## src/sv/tdo_pkg.sv

```systemverilog
// ----------------------------------------------------------------------------
// tdo_pkg: shared types and constants
// Request, state and register codes, configuration reset values and the
// item, result and configuration structs of the dropoff sequencer.
// ----------------------------------------------------------------------------
`timescale 1ns / 1ps

package tdo_pkg;

  localparam int STEP_COUNT_BITS = 16;
  localparam logic [32:0] CNT_MAX = (33'd1 << STEP_COUNT_BITS) - 33'd1;

  localparam int CFG_IDX_W  = 3;
  localparam int CFG_DATA_W = 16;

  // request codes
  localparam logic [3:0] REQ_TICK      = 4'd0;
  localparam logic [3:0] REQ_UPDATE    = 4'd1;
  localparam logic [3:0] REQ_START     = 4'd2;
  localparam logic [3:0] REQ_JOG_START = 4'd3;
  localparam logic [3:0] REQ_JOG_STOP  = 4'd4;
  localparam logic [3:0] REQ_STOP_ALL  = 4'd5;
  localparam logic [3:0] REQ_SL_STEP   = 4'd6;
  localparam logic [3:0] REQ_ARM_STEP  = 4'd7;
  localparam logic [3:0] REQ_READ_CLR  = 4'd8;

  // sequencer states
  localparam logic [3:0] ST_IDLE       = 4'd0;
  localparam logic [3:0] ST_MANUAL     = 4'd1;
  localparam logic [3:0] ST_ARM_PRE    = 4'd2;
  localparam logic [3:0] ST_SLIDE      = 4'd3;
  localparam logic [3:0] ST_SLIDE_HOLD = 4'd4;
  localparam logic [3:0] ST_ARM_SIDE   = 4'd5;
  localparam logic [3:0] ST_ARM_HOLD   = 4'd6;
  localparam logic [3:0] ST_ARM_POST   = 4'd7;
  localparam logic [3:0] ST_DONE       = 4'd8;

  // register indexes
  localparam logic [CFG_IDX_W-1:0] CFG_SLIDER_OFFSET = 3'd0;
  localparam logic [CFG_IDX_W-1:0] CFG_SLIDER_GAP    = 3'd1;
  localparam logic [CFG_IDX_W-1:0] CFG_ARM_SIDE      = 3'd2;
  localparam logic [CFG_IDX_W-1:0] CFG_MAX_MOVE      = 3'd3;
  localparam logic [CFG_IDX_W-1:0] CFG_MAX_TARGET    = 3'd4;
  localparam logic [CFG_IDX_W-1:0] CFG_SLIDER_HOLD   = 3'd5;
  localparam logic [CFG_IDX_W-1:0] CFG_ARM_HOLD      = 3'd6;

  localparam logic [15:0] RST_SLIDER_OFFSET = 16'd1000;
  localparam logic [15:0] RST_SLIDER_GAP    = 16'd1000;
  localparam logic [15:0] RST_ARM_SIDE      = 16'd800;
  localparam logic [15:0] RST_MAX_MOVE      = 16'd65535;
  localparam logic [2:0]  RST_MAX_TARGET    = 3'd6;
  localparam logic [15:0] RST_SLIDER_HOLD   = 16'd500;
  localparam logic [15:0] RST_ARM_HOLD      = 16'd500;

  localparam logic [2:0] TARGET_LIMIT = 3'd6;

  typedef struct packed {
    logic [15:0] slider_offset_steps;
    logic [15:0] slider_gap_steps;
    logic [15:0] arm_side_steps;
    logic [15:0] max_move_steps;
    logic [2:0]  max_drop_tgt;
    logic [15:0] slider_hold_ms;
    logic [15:0] arm_hold_ms;
  } cfg_t;

  typedef struct packed {
    logic [3:0] req_type;
    logic [2:0] drop_tgt;
    logic       jog_dir;
  } item_t;

  typedef struct packed {
    logic       accepted;
    logic       done_flag;
    logic       busy_res;
    logic [3:0] seq_state;
    logic       slider_pulse_on;
    logic       slider_direction;
    logic       arm_pulse_on;
    logic       arm_direction;
  } res_t;

endpackage

```

## src/sv/tdo_if.sv

```systemverilog
// ----------------------------------------------------------------------------
// tdo_if: item channels of the dropoff sequencer
// Request channel and result channel, each with valid, ready and payload.
// ----------------------------------------------------------------------------
`timescale 1ns / 1ps

interface tdo_in_if;
  logic       valid;
  logic       ready;
  logic [3:0] req_type;
  logic [2:0] drop_tgt;
  logic       jog_dir;

  modport source (output valid, output req_type, output drop_tgt, output jog_dir,
                  input ready);
  modport sink (input valid, input req_type, input drop_tgt, input jog_dir,
                output ready);
endinterface

interface tdo_out_if;
  logic       valid;
  logic       ready;
  logic       accepted;
  logic       done_flag;
  logic       busy_res;
  logic [3:0] seq_state;
  logic       slider_pulse_on;
  logic       slider_direction;
  logic       arm_pulse_on;
  logic       arm_direction;

  modport source (output valid, output accepted, output done_flag, output busy_res,
                  output seq_state, output slider_pulse_on, output slider_direction,
                  output arm_pulse_on, output arm_direction, input ready);
  modport sink (input valid, input accepted, input done_flag, input busy_res,
                input seq_state, input slider_pulse_on, input slider_direction,
                input arm_pulse_on, input arm_direction, output ready);
endinterface

```

## src/sv/tdo_cfg_regs.sv

```systemverilog
// ----------------------------------------------------------------------------
// tdo_cfg_regs: configuration registers
// Write-only register file holding the position, limit and timing settings.
// ----------------------------------------------------------------------------
`timescale 1ns / 1ps

module tdo_cfg_regs (
  input  logic                             clk,
  input  logic                             rst_n,
  input  logic                             cfg_we,
  input  logic [tdo_pkg::CFG_IDX_W-1:0]    cfg_idx,
  input  logic [tdo_pkg::CFG_DATA_W-1:0]   cfg_wdata,
  output tdo_pkg::cfg_t                    cfg
);
  import tdo_pkg::*;

  cfg_t cfg_r;
  cfg_t cfg_nxt;

  always_comb begin
    cfg_nxt = cfg_r;
    if (cfg_we) begin
      case (cfg_idx)
        CFG_SLIDER_OFFSET: cfg_nxt.slider_offset_steps = cfg_wdata;
        CFG_SLIDER_GAP:    cfg_nxt.slider_gap_steps    = cfg_wdata;
        CFG_ARM_SIDE:      cfg_nxt.arm_side_steps      = cfg_wdata;
        CFG_MAX_MOVE:      cfg_nxt.max_move_steps      = cfg_wdata;
        CFG_MAX_TARGET:    cfg_nxt.max_drop_tgt        = cfg_wdata[2:0];
        CFG_SLIDER_HOLD:   cfg_nxt.slider_hold_ms      = cfg_wdata;
        CFG_ARM_HOLD:      cfg_nxt.arm_hold_ms         = cfg_wdata;
        default: ;
      endcase
    end
  end

  always_ff @(posedge clk) begin
    if (!rst_n) begin
      cfg_r.slider_offset_steps <= RST_SLIDER_OFFSET;
      cfg_r.slider_gap_steps    <= RST_SLIDER_GAP;
      cfg_r.arm_side_steps      <= RST_ARM_SIDE;
      cfg_r.max_move_steps      <= RST_MAX_MOVE;
      cfg_r.max_drop_tgt        <= RST_MAX_TARGET;
      cfg_r.slider_hold_ms      <= RST_SLIDER_HOLD;
      cfg_r.arm_hold_ms         <= RST_ARM_HOLD;
    end else begin
      cfg_r <= cfg_nxt;
    end
  end

  assign cfg = cfg_r;

endmodule

```

## src/sv/tdo_seq_core.sv

```systemverilog
// ----------------------------------------------------------------------------
// tdo_seq_core: sequencer state and next-state logic
// Applies one request item per cycle in which fire is high to the axis and
// sequence state and forms the status result from the updated state.
// ----------------------------------------------------------------------------
`timescale 1ns / 1ps

module tdo_seq_core (
  input  logic           clk,
  input  logic           rst_n,
  input  logic           fire,
  input  tdo_pkg::item_t item,
  input  tdo_pkg::cfg_t  cfg,
  output tdo_pkg::res_t  res
);
  import tdo_pkg::*;

  localparam int SCB = STEP_COUNT_BITS;

  logic [3:0]     state_r, state_nxt;
  logic           sl_mv_r, sl_mv_nxt;
  logic           arm_mv_r, arm_mv_nxt;
  logic [SCB-1:0] sl_cnt_r, sl_cnt_nxt;
  logic [SCB-1:0] arm_cnt_r, arm_cnt_nxt;
  logic [1:0]     sl_pos_r, sl_pos_nxt;
  logic [1:0]     arm_pos_r, arm_pos_nxt;
  logic [1:0]     sl_goal_r, sl_goal_nxt;
  logic [1:0]     arm_goal_r, arm_goal_nxt;
  logic           done_r, done_nxt;
  logic [2:0]     target_r, target_nxt;
  logic [31:0]    millis_r, millis_nxt;
  logic [31:0]    hold_r, hold_nxt;
  logic           sl_dir_r, sl_dir_nxt;
  logic           arm_dir_r, arm_dir_nxt;

  logic           acc;
  logic           dflag;

  logic [2:0]     tgt_lim;
  logic           start_ok;
  logic [2:0]     tid_m1;
  logic [1:0]     start_goal;
  logic [1:0]     side_idx;
  logic [1:0]     sl_goal_use;
  logic [1:0]     arm_goal_use;
  logic signed [18:0] sl_delta;
  logic signed [17:0] arm_delta;
  logic           sl_nz, arm_nz;
  logic [18:0]    sl_mag;
  logic [18:0]    arm_mag;
  logic [SCB-1:0] sl_load, arm_load;
  logic [31:0]    elapsed;
  logic [15:0]    hold_lim;
  logic           hold_ok;
  logic [SCB-1:0] sl_dec, arm_dec;

  function automatic logic [17:0] slider_pos(input cfg_t c, input logic [1:0] idx);
    logic [17:0] off;
    logic [17:0] gap;
    logic [17:0] p;
    off = {2'b00, c.slider_offset_steps};
    gap = {2'b00, c.slider_gap_steps};
    case (idx)
      2'd1:    p = off;
      2'd2:    p = off + gap;
      2'd3:    p = off + {gap[16:0], 1'b0};
      default: p = 18'd0;
    endcase
    return p;
  endfunction

  function automatic logic signed [17:0] arm_pos(input cfg_t c, input logic [1:0] idx);
    logic signed [17:0] s;
    logic signed [17:0] p;
    s = signed'({2'b00, c.arm_side_steps});
    case (idx)
      2'd1:    p = -s;
      2'd2:    p = s;
      default: p = 18'sd0;
    endcase
    return p;
  endfunction

  function automatic logic [SCB-1:0] clamp_cnt(input logic [18:0] m,
                                               input logic [15:0] mm);
    logic [15:0] m16;
    logic [32:0] m33;
    m16 = (m > {3'b000, mm}) ? mm : m[15:0];
    m33 = {17'd0, m16};
    if (m33 > CNT_MAX) begin
      m33 = CNT_MAX;
    end
    return m33[SCB-1:0];
  endfunction

  always_comb begin
    tgt_lim    = (cfg.max_drop_tgt > TARGET_LIMIT) ? TARGET_LIMIT : cfg.max_drop_tgt;
    start_ok   = (state_r == ST_IDLE) && (item.drop_tgt <= tgt_lim);
    tid_m1     = item.drop_tgt - 3'd1;
    start_goal = (item.drop_tgt == 3'd0) ? 2'd0 : (tid_m1[2:1] + 2'd1);
    side_idx   = target_r[0] ? 2'd1 : 2'd2;

    sl_goal_use  = (item.req_type == REQ_START) ? start_goal : sl_goal_r;
    arm_goal_use = (item.req_type == REQ_UPDATE && state_r == ST_SLIDE_HOLD) ?
                   side_idx : 2'd0;

    sl_delta  = signed'({1'b0, slider_pos(cfg, sl_goal_use)}) -
                signed'({1'b0, slider_pos(cfg, sl_pos_r)});
    arm_delta = arm_pos(cfg, arm_goal_use) - arm_pos(cfg, arm_pos_r);
    sl_nz     = (sl_delta != 19'sd0);
    arm_nz    = (arm_delta != 18'sd0);
    sl_mag    = sl_delta[18] ? 19'(-sl_delta) : 19'(sl_delta);
    arm_mag   = arm_delta[17] ? {1'b0, 18'(-arm_delta)} : {1'b0, 18'(arm_delta)};
    sl_load   = clamp_cnt(sl_mag, cfg.max_move_steps);
    arm_load  = clamp_cnt(arm_mag, cfg.max_move_steps);

    elapsed  = millis_r - hold_r;
    hold_lim = (state_r == ST_SLIDE_HOLD) ? cfg.slider_hold_ms : cfg.arm_hold_ms;
    hold_ok  = (elapsed >= {16'd0, hold_lim});

    sl_dec  = (sl_cnt_r != '0) ? sl_cnt_r - SCB'(1) : sl_cnt_r;
    arm_dec = (arm_cnt_r != '0) ? arm_cnt_r - SCB'(1) : arm_cnt_r;
  end

  always_comb begin
    state_nxt    = state_r;
    sl_mv_nxt    = sl_mv_r;
    arm_mv_nxt   = arm_mv_r;
    sl_cnt_nxt   = sl_cnt_r;
    arm_cnt_nxt  = arm_cnt_r;
    sl_pos_nxt   = sl_pos_r;
    arm_pos_nxt  = arm_pos_r;
    sl_goal_nxt  = sl_goal_r;
    arm_goal_nxt = arm_goal_r;
    done_nxt     = done_r;
    target_nxt   = target_r;
    millis_nxt   = millis_r;
    hold_nxt     = hold_r;
    sl_dir_nxt   = sl_dir_r;
    arm_dir_nxt  = arm_dir_r;
    acc          = 1'b0;
    dflag        = 1'b0;

    case (item.req_type)
      REQ_TICK: millis_nxt = millis_r + 32'd1;
      REQ_UPDATE: begin
        case (state_r)
          ST_IDLE, ST_MANUAL: ;
          ST_ARM_PRE: begin
            if (!arm_mv_r) begin
              arm_pos_nxt = 2'd0;
              if (sl_nz && !sl_mv_r) begin
                sl_dir_nxt = !sl_delta[18];
                sl_cnt_nxt = sl_load;
                sl_mv_nxt  = 1'b1;
              end
              state_nxt = ST_SLIDE;
            end
          end
          ST_SLIDE: begin
            if (!sl_mv_r) begin
              sl_pos_nxt = sl_goal_r;
              hold_nxt   = millis_r;
              state_nxt  = ST_SLIDE_HOLD;
            end
          end
          ST_SLIDE_HOLD: begin
            if (hold_ok) begin
              if (target_r == 3'd0) begin
                state_nxt = ST_DONE;
              end else begin
                arm_goal_nxt = side_idx;
                if (arm_nz) begin
                  if (!arm_mv_r) begin
                    arm_dir_nxt = !arm_delta[17];
                    arm_cnt_nxt = arm_load;
                    arm_mv_nxt  = 1'b1;
                  end
                  state_nxt = ST_ARM_SIDE;
                end else begin
                  state_nxt = ST_DONE;
                end
              end
            end
          end
          ST_ARM_SIDE: begin
            if (!arm_mv_r) begin
              arm_pos_nxt = arm_goal_r;
              hold_nxt    = millis_r;
              state_nxt   = ST_ARM_HOLD;
            end
          end
          ST_ARM_HOLD: begin
            if (hold_ok) begin
              arm_goal_nxt = 2'd0;
              if (arm_nz) begin
                if (!arm_mv_r) begin
                  arm_dir_nxt = !arm_delta[17];
                  arm_cnt_nxt = arm_load;
                  arm_mv_nxt  = 1'b1;
                end
                state_nxt = ST_ARM_POST;
              end else begin
                state_nxt = ST_DONE;
              end
            end
          end
          ST_ARM_POST: begin
            if (!arm_mv_r) begin
              arm_pos_nxt = 2'd0;
              state_nxt   = ST_DONE;
            end
          end
          ST_DONE: begin
            done_nxt  = 1'b1;
            state_nxt = ST_IDLE;
          end
          default: state_nxt = ST_IDLE;
        endcase
      end
      REQ_START: begin
        if (start_ok) begin
          acc          = 1'b1;
          sl_goal_nxt  = start_goal;
          target_nxt   = item.drop_tgt;
          done_nxt     = 1'b0;
          hold_nxt     = 32'd0;
          arm_goal_nxt = 2'd0;
          if (arm_nz) begin
            if (!arm_mv_r) begin
              arm_dir_nxt = !arm_delta[17];
              arm_cnt_nxt = arm_load;
              arm_mv_nxt  = 1'b1;
            end
            state_nxt = ST_ARM_PRE;
          end else begin
            arm_pos_nxt = 2'd0;
            if (sl_nz && !sl_mv_r) begin
              sl_dir_nxt = !sl_delta[18];
              sl_cnt_nxt = sl_load;
              sl_mv_nxt  = 1'b1;
            end
            state_nxt = ST_SLIDE;
          end
        end
      end
      REQ_JOG_START: begin
        if (state_r == ST_IDLE && !sl_mv_r) begin
          sl_dir_nxt = item.jog_dir;
          sl_cnt_nxt = '0;
          sl_mv_nxt  = 1'b1;
          state_nxt  = ST_MANUAL;
        end
      end
      REQ_JOG_STOP: begin
        if (state_r == ST_MANUAL) begin
          sl_cnt_nxt  = '0;
          sl_mv_nxt   = 1'b0;
          sl_pos_nxt  = 2'd0;
          sl_goal_nxt = 2'd0;
          state_nxt   = ST_IDLE;
        end
      end
      REQ_STOP_ALL: begin
        sl_cnt_nxt  = '0;
        arm_cnt_nxt = '0;
        sl_mv_nxt   = 1'b0;
        arm_mv_nxt  = 1'b0;
        state_nxt   = ST_IDLE;
        done_nxt    = 1'b0;
        target_nxt  = 3'd0;
        hold_nxt    = 32'd0;
      end
      REQ_SL_STEP: begin
        if (sl_mv_r && state_r != ST_MANUAL) begin
          sl_cnt_nxt = sl_dec;
          if (sl_dec == '0) begin
            sl_mv_nxt = 1'b0;
          end
        end
      end
      REQ_ARM_STEP: begin
        if (arm_mv_r) begin
          arm_cnt_nxt = arm_dec;
          if (arm_dec == '0) begin
            arm_mv_nxt = 1'b0;
          end
        end
      end
      REQ_READ_CLR: begin
        dflag    = done_r;
        done_nxt = 1'b0;
      end
      default: ;
    endcase
  end

  always_ff @(posedge clk) begin
    if (!rst_n) begin
      state_r    <= ST_IDLE;
      sl_mv_r    <= 1'b0;
      arm_mv_r   <= 1'b0;
      sl_cnt_r   <= '0;
      arm_cnt_r  <= '0;
      sl_pos_r   <= 2'd0;
      arm_pos_r  <= 2'd0;
      sl_goal_r  <= 2'd0;
      arm_goal_r <= 2'd0;
      done_r     <= 1'b0;
      target_r   <= 3'd0;
      millis_r   <= 32'd0;
      hold_r     <= 32'd0;
      sl_dir_r   <= 1'b0;
      arm_dir_r  <= 1'b0;
    end else if (fire) begin
      state_r    <= state_nxt;
      sl_mv_r    <= sl_mv_nxt;
      arm_mv_r   <= arm_mv_nxt;
      sl_cnt_r   <= sl_cnt_nxt;
      arm_cnt_r  <= arm_cnt_nxt;
      sl_pos_r   <= sl_pos_nxt;
      arm_pos_r  <= arm_pos_nxt;
      sl_goal_r  <= sl_goal_nxt;
      arm_goal_r <= arm_goal_nxt;
      done_r     <= done_nxt;
      target_r   <= target_nxt;
      millis_r   <= millis_nxt;
      hold_r     <= hold_nxt;
      sl_dir_r   <= sl_dir_nxt;
      arm_dir_r  <= arm_dir_nxt;
    end
  end

  always_comb begin
    res.accepted         = acc;
    res.done_flag        = dflag;
    res.busy_res         = (state_nxt != ST_IDLE);
    res.seq_state        = state_nxt;
    res.slider_pulse_on  = sl_mv_nxt;
    res.slider_direction = sl_dir_nxt;
    res.arm_pulse_on     = arm_mv_nxt;
    res.arm_direction    = arm_dir_nxt;
  end

endmodule

```

## src/sv/two_axis_dropoff_sequencer.sv

```systemverilog
// ----------------------------------------------------------------------------
// two_axis_dropoff_sequencer: slider and arm dropoff sequencer
// Request items drive a two-axis dropoff sequence; every item returns one
// status result.
//
// Channels: in_ch carries request items (req_type, drop_tgt, jog_dir);
// out_ch returns one result item per request with the status after it.
// cfg_we/cfg_idx/cfg_wdata write the seven settings registers. The user must
// have them taken only while no item is in flight; the block does not enforce it.
// Path: a request accepted on in_ch passes the input register, then the result
// register before its result is valid on out_ch. Throughput: one item per cycle
// while out_ch is not stalled; the state update for one item is a single pass
// of the next-state logic between the input register and the result register.
// Reset: sequencer idle, axes stopped, counters and clock cleared, settings
// at their defaults.
// Stall: when out_ch.ready is low the result holds; one more request is
// taken into the input register, then in_ch.ready drops until the result
// is taken.
// ----------------------------------------------------------------------------
`timescale 1ns / 1ps

module two_axis_dropoff_sequencer (
  input  logic                           clk,
  input  logic                           rst_n,
  tdo_in_if.sink                         in_ch,
  tdo_out_if.source                      out_ch,
  input  logic                           cfg_we,
  input  logic [tdo_pkg::CFG_IDX_W-1:0]  cfg_idx,
  input  logic [tdo_pkg::CFG_DATA_W-1:0] cfg_wdata
);
  import tdo_pkg::*;

  cfg_t  cfg;
  item_t in_item_r;
  logic  in_vld_r;
  res_t  res;
  res_t  out_res_r;
  logic  out_vld_r;
  logic  out_adv;
  logic  fire;

  assign out_adv     = !out_vld_r || out_ch.ready;
  assign fire        = in_vld_r && out_adv;
  assign in_ch.ready = !in_vld_r || out_adv;

  tdo_cfg_regs u_cfg (
    .clk       (clk),
    .rst_n     (rst_n),
    .cfg_we    (cfg_we),
    .cfg_idx   (cfg_idx),
    .cfg_wdata (cfg_wdata),
    .cfg       (cfg)
  );

  tdo_seq_core u_core (
    .clk   (clk),
    .rst_n (rst_n),
    .fire  (fire),
    .item  (in_item_r),
    .cfg   (cfg),
    .res   (res)
  );

  // input register
  always_ff @(posedge clk) begin
    if (!rst_n) begin
      in_vld_r <= 1'b0;
    end else if (in_ch.ready) begin
      in_vld_r <= in_ch.valid;
    end
  end

  always_ff @(posedge clk) begin
    if (in_ch.ready && in_ch.valid) begin
      in_item_r.req_type <= in_ch.req_type;
      in_item_r.drop_tgt <= in_ch.drop_tgt;
      in_item_r.jog_dir  <= in_ch.jog_dir;
    end
  end

  // result register
  always_ff @(posedge clk) begin
    if (!rst_n) begin
      out_vld_r <= 1'b0;
    end else if (out_adv) begin
      out_vld_r <= in_vld_r;
    end
  end

  always_ff @(posedge clk) begin
    if (fire) begin
      out_res_r <= res;
    end
  end

  assign out_ch.valid            = out_vld_r;
  assign out_ch.accepted         = out_res_r.accepted;
  assign out_ch.done_flag        = out_res_r.done_flag;
  assign out_ch.busy_res         = out_res_r.busy_res;
  assign out_ch.seq_state        = out_res_r.seq_state;
  assign out_ch.slider_pulse_on  = out_res_r.slider_pulse_on;
  assign out_ch.slider_direction = out_res_r.slider_direction;
  assign out_ch.arm_pulse_on     = out_res_r.arm_pulse_on;
  assign out_ch.arm_direction    = out_res_r.arm_direction;

  a_in_hold: assert property (@(posedge clk) disable iff (!rst_n)
    (in_vld_r && !out_adv) |=> (in_vld_r && $stable(in_item_r)))
    else $error("pending request item lost while result stalled");

  a_acc_state: assert property (@(posedge clk) disable iff (!rst_n)
    (out_vld_r && out_res_r.accepted) |->
      (!out_res_r.done_flag && out_res_r.busy_res &&
       (out_res_r.seq_state == ST_ARM_PRE || out_res_r.seq_state == ST_SLIDE)))
    else $error("accepted start without a started sequence");

  a_dflag_req: assert property (@(posedge clk) disable iff (!rst_n)
    (fire && in_item_r.req_type != REQ_READ_CLR) |=> !out_res_r.done_flag)
    else $error("done flag reported on a request other than read-clear");

  a_busy: assert property (@(posedge clk) disable iff (!rst_n)
    (fire && res.busy_res) |=> (out_vld_r && out_res_r.seq_state != ST_IDLE))
    else $error("busy result with idle state code");

endmodule

```

## src/flat_wrapper.sv

```systemverilog
// flat-port wrapper written by rule: the top's interface ports become plain ports
module two_axis_dropoff_sequencer_flat import tdo_pkg::*;
  (clk, rst_n, cfg_we, cfg_idx, cfg_wdata, in_ch_valid, in_ch_req_type, in_ch_drop_tgt, in_ch_jog_dir, in_ch_ready, out_ch_valid, out_ch_accepted, out_ch_done_flag, out_ch_busy_res, out_ch_seq_state, out_ch_slider_pulse_on, out_ch_slider_direction, out_ch_arm_pulse_on, out_ch_arm_direction, out_ch_ready);
  tdo_in_if in_ch_i ();
  tdo_out_if out_ch_i ();
  input  logic clk;
  input  logic rst_n;
  input  logic cfg_we;
  input  logic [tdo_pkg::CFG_IDX_W-1:0] cfg_idx;
  input  logic [tdo_pkg::CFG_DATA_W-1:0] cfg_wdata;
  input wire logic [$bits(in_ch_i.valid)-1:0] in_ch_valid;
  input wire logic [$bits(in_ch_i.req_type)-1:0] in_ch_req_type;
  input wire logic [$bits(in_ch_i.drop_tgt)-1:0] in_ch_drop_tgt;
  input wire logic [$bits(in_ch_i.jog_dir)-1:0] in_ch_jog_dir;
  output wire logic [$bits(in_ch_i.ready)-1:0] in_ch_ready;
  output wire logic [$bits(out_ch_i.valid)-1:0] out_ch_valid;
  output wire logic [$bits(out_ch_i.accepted)-1:0] out_ch_accepted;
  output wire logic [$bits(out_ch_i.done_flag)-1:0] out_ch_done_flag;
  output wire logic [$bits(out_ch_i.busy_res)-1:0] out_ch_busy_res;
  output wire logic [$bits(out_ch_i.seq_state)-1:0] out_ch_seq_state;
  output wire logic [$bits(out_ch_i.slider_pulse_on)-1:0] out_ch_slider_pulse_on;
  output wire logic [$bits(out_ch_i.slider_direction)-1:0] out_ch_slider_direction;
  output wire logic [$bits(out_ch_i.arm_pulse_on)-1:0] out_ch_arm_pulse_on;
  output wire logic [$bits(out_ch_i.arm_direction)-1:0] out_ch_arm_direction;
  input wire logic [$bits(out_ch_i.ready)-1:0] out_ch_ready;
  assign in_ch_i.valid = in_ch_valid;
  assign in_ch_i.req_type = in_ch_req_type;
  assign in_ch_i.drop_tgt = in_ch_drop_tgt;
  assign in_ch_i.jog_dir = in_ch_jog_dir;
  assign in_ch_ready = in_ch_i.ready;
  assign out_ch_valid = out_ch_i.valid;
  assign out_ch_accepted = out_ch_i.accepted;
  assign out_ch_done_flag = out_ch_i.done_flag;
  assign out_ch_busy_res = out_ch_i.busy_res;
  assign out_ch_seq_state = out_ch_i.seq_state;
  assign out_ch_slider_pulse_on = out_ch_i.slider_pulse_on;
  assign out_ch_slider_direction = out_ch_i.slider_direction;
  assign out_ch_arm_pulse_on = out_ch_i.arm_pulse_on;
  assign out_ch_arm_direction = out_ch_i.arm_direction;
  assign out_ch_i.ready = out_ch_ready;
  two_axis_dropoff_sequencer u_core (.clk(clk), .rst_n(rst_n), .in_ch(in_ch_i), .out_ch(out_ch_i), .cfg_we(cfg_we), .cfg_idx(cfg_idx), .cfg_wdata(cfg_wdata));
endmodule
```

## config.mk

```make
export PLATFORM = sky130hd
export DESIGN_NAME = two_axis_dropoff_sequencer_flat
export DESIGN_NICKNAME = d
export VERILOG_FILES = /design/src/sv/tdo_pkg.sv /design/src/sv/tdo_if.sv /design/src/sv/tdo_cfg_regs.sv /design/src/sv/tdo_seq_core.sv /design/src/sv/two_axis_dropoff_sequencer.sv /design/src/flat_wrapper.sv
export SDC_FILE = /design/constraint.sdc
export NUM_CORES = 1
export LEC_CHECK = 0
export ABC_AREA = 1
export BUFFER_PORTS_ARGS = -buffer_cell sky130_fd_sc_hd__buf_2
export CORE_MARGIN = 2
export CORE_UTILIZATION = 55
export DETAILED_ROUTE_END_ITERATION = 10
export HOLD_SLACK_MARGIN = 0.03
export PLACE_DENSITY_LB_ADDON = 0.3
export SLEW_MARGIN = 20
export SYNTH_ARGS = -nofsm -noshare
export SYNTH_HDL_FRONTEND = slang
export SYNTH_SLANG_ARGS = --single-unit
```

## constraint.sdc

```tcl
create_clock -name clk -period 6.4 [get_ports clk]
set_input_delay 1.28 -clock clk [delete_from_list [all_inputs] [get_ports clk]]
set_output_delay 1.28 -clock clk [all_outputs]
set_load 0.005 [all_outputs]
```

==> results.tsv, run 1 <==
metric	value	unit
status	finished clean	
cp.required	6890	ps
fin_skew	33.8	ps
hp-class	flop to flop	
crit_path_end_kind	flop	
place_congestion	0.952	
ios	45	
p_per_area	219	mW/mm^2
insertedDiodeCount	0	
grt_pass1_vias	20595	
core-area	0.0365	mm^2
yosysSeqAreaShare	24.2	%
critical_path.most_common_cell	nand2_1	
hpwl	47.5	mm
synth_cell_type_count	59	
drt.antenna.violating_nets	0	
timing.slew.headroom	25.5	%
setup_violations	0	
syn_inst	3274	
routed_wirelength	61.5	mm
total_power	4830	uW
route.vias.total	21513	
wl_per_cell	16.2	um
clock_latency	590	ps
final_cell_mix	nand2_1 (774), inv_1 (477), nor2_1 (388)	
port_buffers	44	
cts_tree	built	
clkSinkCount	236	
start_kind	flop	
cpMaxStageDelayCell	dfxtp_1	
async_reset_ff_share	0	%
dr.pass1.iters	8	
drtIter0Drc	1683	
crit_type	flop to flop	
synth_nets	3471	
worst_pin_slew	1110	ps
grt_antenna_before_repair	0	
clk_pin_slew	60	ps
leakage	0.0113	uW
grt.total_usage	31.6	%
final.setup.tns	0	ps
synth_area	0.0203	mm^2
dieHeight	196	um
nets	3496	
placementRows	70	
synth_edf_count	19	
dieArea	0.0386	mm^2
maxCapViolCount	0	
min_period_over_period	92.9	%
crit_fanout	8	
ff2ff_setup_slack	460	ps
synth_seq_cells	236	
syn_area_per_cell	6.22	um^2
cts_buffers	27	
critPathMaxStageDelay	400	ps
ys.warnings.count	0	
ir_drop	0.000206	V
hold_viol_final	0	
grt_max_degree	100	
final_cells	3788	
synthFlopType	dfxtp_1	
rsz0062_at_grt	true	
cts_max_path_buffers	3	
die_w	196	um
finalMaxSlewViolations	0	
htreeDepth	1	
layout-drive-gt1-share	5.90	%
post-route-min-period	5940	ps
syn2layout_area_growth	8.70	%
drc	0	
gr-total-overflow	0	
cts_root_buf	clkbuf_16	
start_util	55.7	%
post_drt_via_cell_ratio	5.68	
arrival	6430	ps
placed_cells	3726	
grt_pass1_wl	100	mm
layout_commonest_cell	nand2_1	
timing.fmax	168	MHz
logic make-up after synthesis:
kind of cell / count (synthesis) / synth area share [%]
AND/OR/NAND/NOR: 1568 / 32.7
AO/OA/AOI/OAI: 619 / 17.1
buffers and inverters: 574 / 10.7
flip-flops: 236 / 24.2
adder cells (fa/ha/maj): 165 / 10.3
XOR/XNOR: 97 / 4.18
multiplexers: 15 / 0.738
final timing paths:
check	cells past startpoint	start	endpoint
setup / recovery	37	u_core.u_cfg.cfg[85]	u_core.u_core.sl_cnt_r[2]
setup reg to reg	37	u_core.u_cfg.cfg[85]	u_core.u_core.sl_cnt_r[2]
hold reg to reg	2	u_core.u_cfg.cfg[20]	u_core.u_cfg.cfg[20]
hold / removal	2	u_core.u_cfg.cfg[20]	u_core.u_cfg.cfg[20]
cells in the mapped netlist, types with 23 or more instances:
library cell,instances,area (um^2)
clkbuf_1,64,240
nand2_1,778,2920
xor2_1,83,727
nor3_1,68,340
nor2_1,395,1480
o211ai_1,23,173
nand4_1,69,432
ha_1,160,2000
dfxtp_1,217,4340
a21oi_1,271,1360
a211oi_1,41,308
nand3_1,185,926
o21ai_0,166,831
o22ai_1,42,263
inv_1,480,1800
area by class of cell:
cell class	count	area, um^2
Fill cell	3551	14400
Clock buffer	39	771
Sequential cell	236	4910
Timing Repair Buffer	74	464
Multi-Input combinational cell	2465	13400
Tap cell	468	586
Inverter	495	1870
Clock inverter	11	128
metrics by stage:
step | instance area [um^2] | setup slack, ps | util (%) | hold slack, ps
global placement | 21000 | 338 | 57.5 | 437
floorplan | 20300 | 564 | - | 428
CTS | 21900 | 4.51 | 60.0 | 459
finish | 22100 | 456 | 60.6 | 460
detailed placement | 21000 | 87.3 | 57.5 | 444
global route | 22100 | -159 | 60.6 | 477
power breakdown:
group	internal, uW	total, uW	switching [uW]
clock network	921	1590	665
logic	550	1670	1120
registers	1540	1580	39.3
registers in the layout (all words and copies together) (netlist names), 2 cells and up:
name	flops
u_core.u_core.arm_goal_r	2
u_core.u_core.sl_cnt_r	16
u_core.u_core.arm_pos_r	2
u_core.u_core.millis_r	32
u_core.u_core.arm_cnt_r	16
u_core.u_cfg.cfg	99
u_core.u_core.state_r	4
u_core.u_core.sl_goal_r	2
u_core.u_core.target_r	3
u_core.u_core.hold_r	32
u_core.out_ch.seq_state	4
u_core.in_item_r	8
u_core.u_core.sl_pos_r	2
per-layer routing:
layer	part of all wire [%]	GRT usage, %	up-vias
met3	5.4	3.47	183
met1	42	37.9	9856
li1	-	-	10832
met2	47	56.0	642
met5	0	0	-
met4	5.3	16.2	0
critical path, delay by kind of cell, from the launching register on:
kind	cells	cell delay (ps)
and+or+nand+nor	17	1760
xor gates and xnor gates	1	160
DFF	1	400
AOI/OAI and AO/OA	14	2270
adders and majority gates	3	930
buffers and inverters	2	350
timing repair:
item | in CTS | in global routing
resized for setup | 0 | 36
hold buffers | 0 | 0
setup endpoints to repair | 0 | 28
buffers inserted | 0 | 11
endpoints found under the hold margin | 0 | 0
Power figures use the tool's default switching activity.
==> run 2, diff against run 1 <==
--- a/config.mk
+++ b/config.mk
@@ -12,7 +12,9 @@
 export DETAILED_ROUTE_END_ITERATION = 10
 export HOLD_SLACK_MARGIN = 0.03
 export PLACE_DENSITY_LB_ADDON = 0.3
+export REMOVE_ABC_BUFFERS = 1
 export SLEW_MARGIN = 20
 export SYNTH_ARGS = -nofsm -noshare
 export SYNTH_HDL_FRONTEND = slang
+export SYNTH_HIERARCHICAL = 1
 export SYNTH_SLANG_ARGS = --single-unit
==> results.tsv, run 2 <==
metric	value	unit
status	finished clean	
cts_buffers	27	
synth_cell_type_count	68	
clk_pin_slew	60	ps
async_reset_ff_share	0	%
setup_violations	0	
die_w	199	um
layout_commonest_cell	nand2_1	
syn_inst	3387	
ff2ff_setup_slack	460	ps
seq_power_share	33.4	%
synth_top_cells_by_count	nand2_1 (927), inv_1 (491), nor2_1 (398)	
reg2reg_from	u_core/u_cfg/cfg[85]	
grt_pass1_vias	20168	
htreeDepth	1	
ios	45	
crit_fanout	8	
critPathTopFamily	compound AO/OA/AOI/OAI gates	
dr.pass1.iters	8	
layout-drive-gt1-share	7.58	%
start_kind	flop	
arrival	6390	ps
p_switching	1770	uW
placed_cells	3882	
r2r_end	u_core/u_core/sl_cnt_r[9]	
finish.utilization	60.5	%
gr-total-overflow	0	
drtIter0Drc	1892	
final_cell_mix	nand2_1 (924), inv_1 (489), nor2_1 (395)	
combPwrFrac	34.4	%
dieArea	0.0397	mm^2
clock_latency	580	ps
placementRows	71	
min-delay-start	u_core/u_core/hold_r[11]	
grt_max_degree	102	
final_cells	3943	
start_util	55.8	%
synth_top_area_cell	dfxtp_1	
hp-class	flop to flop	
core-area	0.0376	mm^2
power.internal	2980	uW
cts_tree	built	
synth_area_leaders	dfxtp_1 (21%), nand2_1 (17%), ha_1 (9.6%)	
routed_wirelength	63.6	mm
cts_root_buf	clkbuf_16	
port_buffers	44	
worst_pin_slew	1040	ps
post-route-min-period	5940	ps
place_congestion	0.976	
cts_max_path_buffers	3	
crit_type	flop to flop	
maxCapViolCount	0	
clockPowerShare	32.3	%
largest_register_ffs	99	
fin_skew	19.9	ps
synth_area	0.0210	mm^2
post_drt_via_cell_ratio	5.58	
crit_path_end_kind	flop	
min_to	u_core/u_core/hold_r[11]	
yosysTopAreaCellShare	20.7	%
synth_seq_cells	236	
hold_viol_final	0	
ys.warnings.count	6	
hpwl	49.8	mm
ir_drop	0.000192	V
cp.required	6850	ps
drt.antenna.violating_nets	0	
crit_buf_inv	4	
p_per_area	209	mW/mm^2
timing.fmax	168	MHz
cpMaxStageDelayCell	dfxtp_1	
grt_antenna_before_repair	2	
grt.total_usage	31.9	%
switching_share	37.3	%
timing.slew.headroom	30.5	%
min_period_over_period	92.8	%
wl_per_cell	16.1	um
syn2layout_area_growth	8.54	%
grt_pass1_wl	103	mm
path_depth	32	
synthFlopType	dfxtp_1	
synth_most_common_cell	nand2_1	
min_path_cells	2	
leakage	0.0119	uW
syn_area_per_cell	6.19	um^2
drc	0	
clkSinkCount	236	
critPathMaxStageDelay	390	ps
finalMaxSlewViolations	0	
yosysSeqAreaShare	23.4	%
route.vias.total	21993	
rr_worst_depth	32	
nets	3611	
dieHeight	199	um
synth_edf_count	19	
==> run 2: changes by cell type in the layout (fill, tap and decap cells not counted), sizes merged, moves of 12 or more <==
cell / before / now
nand2: 785 / 941
o211ai: 23 / 6
nand4: 70 / 45
nand3b: 15 / 27
nand3: 189 / 270
a21oi: 271 / 219
inv: 491 / 503
o21ai: 180 / 111
nor2: 406 / 436
==> run 2: worst max path at each step <==
stage / endpoint / from / slack [ps]
after floorplan: u_core/u_core/sl_cnt_r[5] / u_core/u_cfg/cfg[84] / 180
after global placement: u_core/u_core/sl_cnt_r[6] / u_core/u_cfg/cfg[84] / 240
after detailed placement: u_core/u_core/sl_cnt_r[9] / u_core/u_cfg/cfg[84] / 8
after CTS: u_core/u_core/sl_cnt_r[9] / u_core/u_cfg/cfg[84] / 50
after global routing: u_core/u_core/sl_cnt_r[11] / u_core/u_cfg/cfg[85] / -10
final: u_core/u_core/sl_cnt_r[9] / u_core/u_cfg/cfg[85] / 460
==> run 2: worst reg2reg max path: cells and delay by family, from the launching register on <==
kind / cells / cell delay, ps
compound gates: 13 / 2240
fa+ha+maj: 3 / 750
buf+inv: 4 / 580
flops: 1 / 390
simple gates: 12 / 1880
==> run 2: timing repair <==
item | 4_1_cts | 5_1_grt
endpoints found under the setup margin | 15 | 32
hold buffers | 0 | 0
cloned | 0 | 1
setup buffers | 0 | 13
resized for setup | 1 | 42
pin swaps | 0 | 14
==> run 2: area by class of cell <==
type                            instances  area (um^2)
Clock buffer                           37          785
Tap cell                              511          639
Clock inverter                          9         96.3
Timing Repair Buffer                   79          504
Antenna cell                            1         2.50
Inverter                              508         1920
Sequential cell                       236         4920
Fill cell                            3763        14800
Multi-Input combinational cell       2562        13900
==> run 2: cell families after synthesis <==
| group | count (synthesis) | share of synthesized area [%] |
|---|---|---|
| XOR/XNOR | 101 | 4.33 |
| multiplexers | 15 | 0.716 |
| adder cells (fa/ha/maj) | 165 | 10.0 |
| AND/OR/NAND/NOR | 1805 | 36.9 |
| buffers and inverters | 590 | 11.1 |
| flip-flops | 236 | 23.4 |
| AO/OA/AOI/OAI | 475 | 13.5 |
==> run 2: power groups by stage <==
stage | registers [uW] | clock network, uW | logic [uW]
global placement | 1620 | 0 | 1530
detailed placement | 1620 | 0 | 1560
global route | 1590 | 1620 | 1840
floorplan | 1600 | 0 | 1160
CTS | 1590 | 1560 | 1570
finish | 1590 | 1540 | 1630
==> run 2: layer usage <==
layer / vias up / track usage [%] / share of wire [%]
met4: 0 / 9.81 / 3.1
met2: 670 / 53.1 / 46
met1: 10157 / 43.7 / 46
met3: 122 / 2.92 / 5.7
met5: - / 0 / 0
li1: 11044 / - / -
==> run 2: metrics by stage <==
step | worst slack [ps] | area [um^2] | power [uW] | TNS, ps | hold slack, ps
after detailed placement | 7.73 | 21600 | 3180 | 0 | 442
after floorplan | 177 | 20500 | 2760 | 0 | 428
after global placement | 242 | 21600 | 3150 | 0 | 438
final | 460 | 22800 | 4760 | 0 | 465
after CTS | 47.2 | 22500 | 4720 | 0 | 464
after global routing | -12.5 | 22800 | 5050 | -16.7 | 486
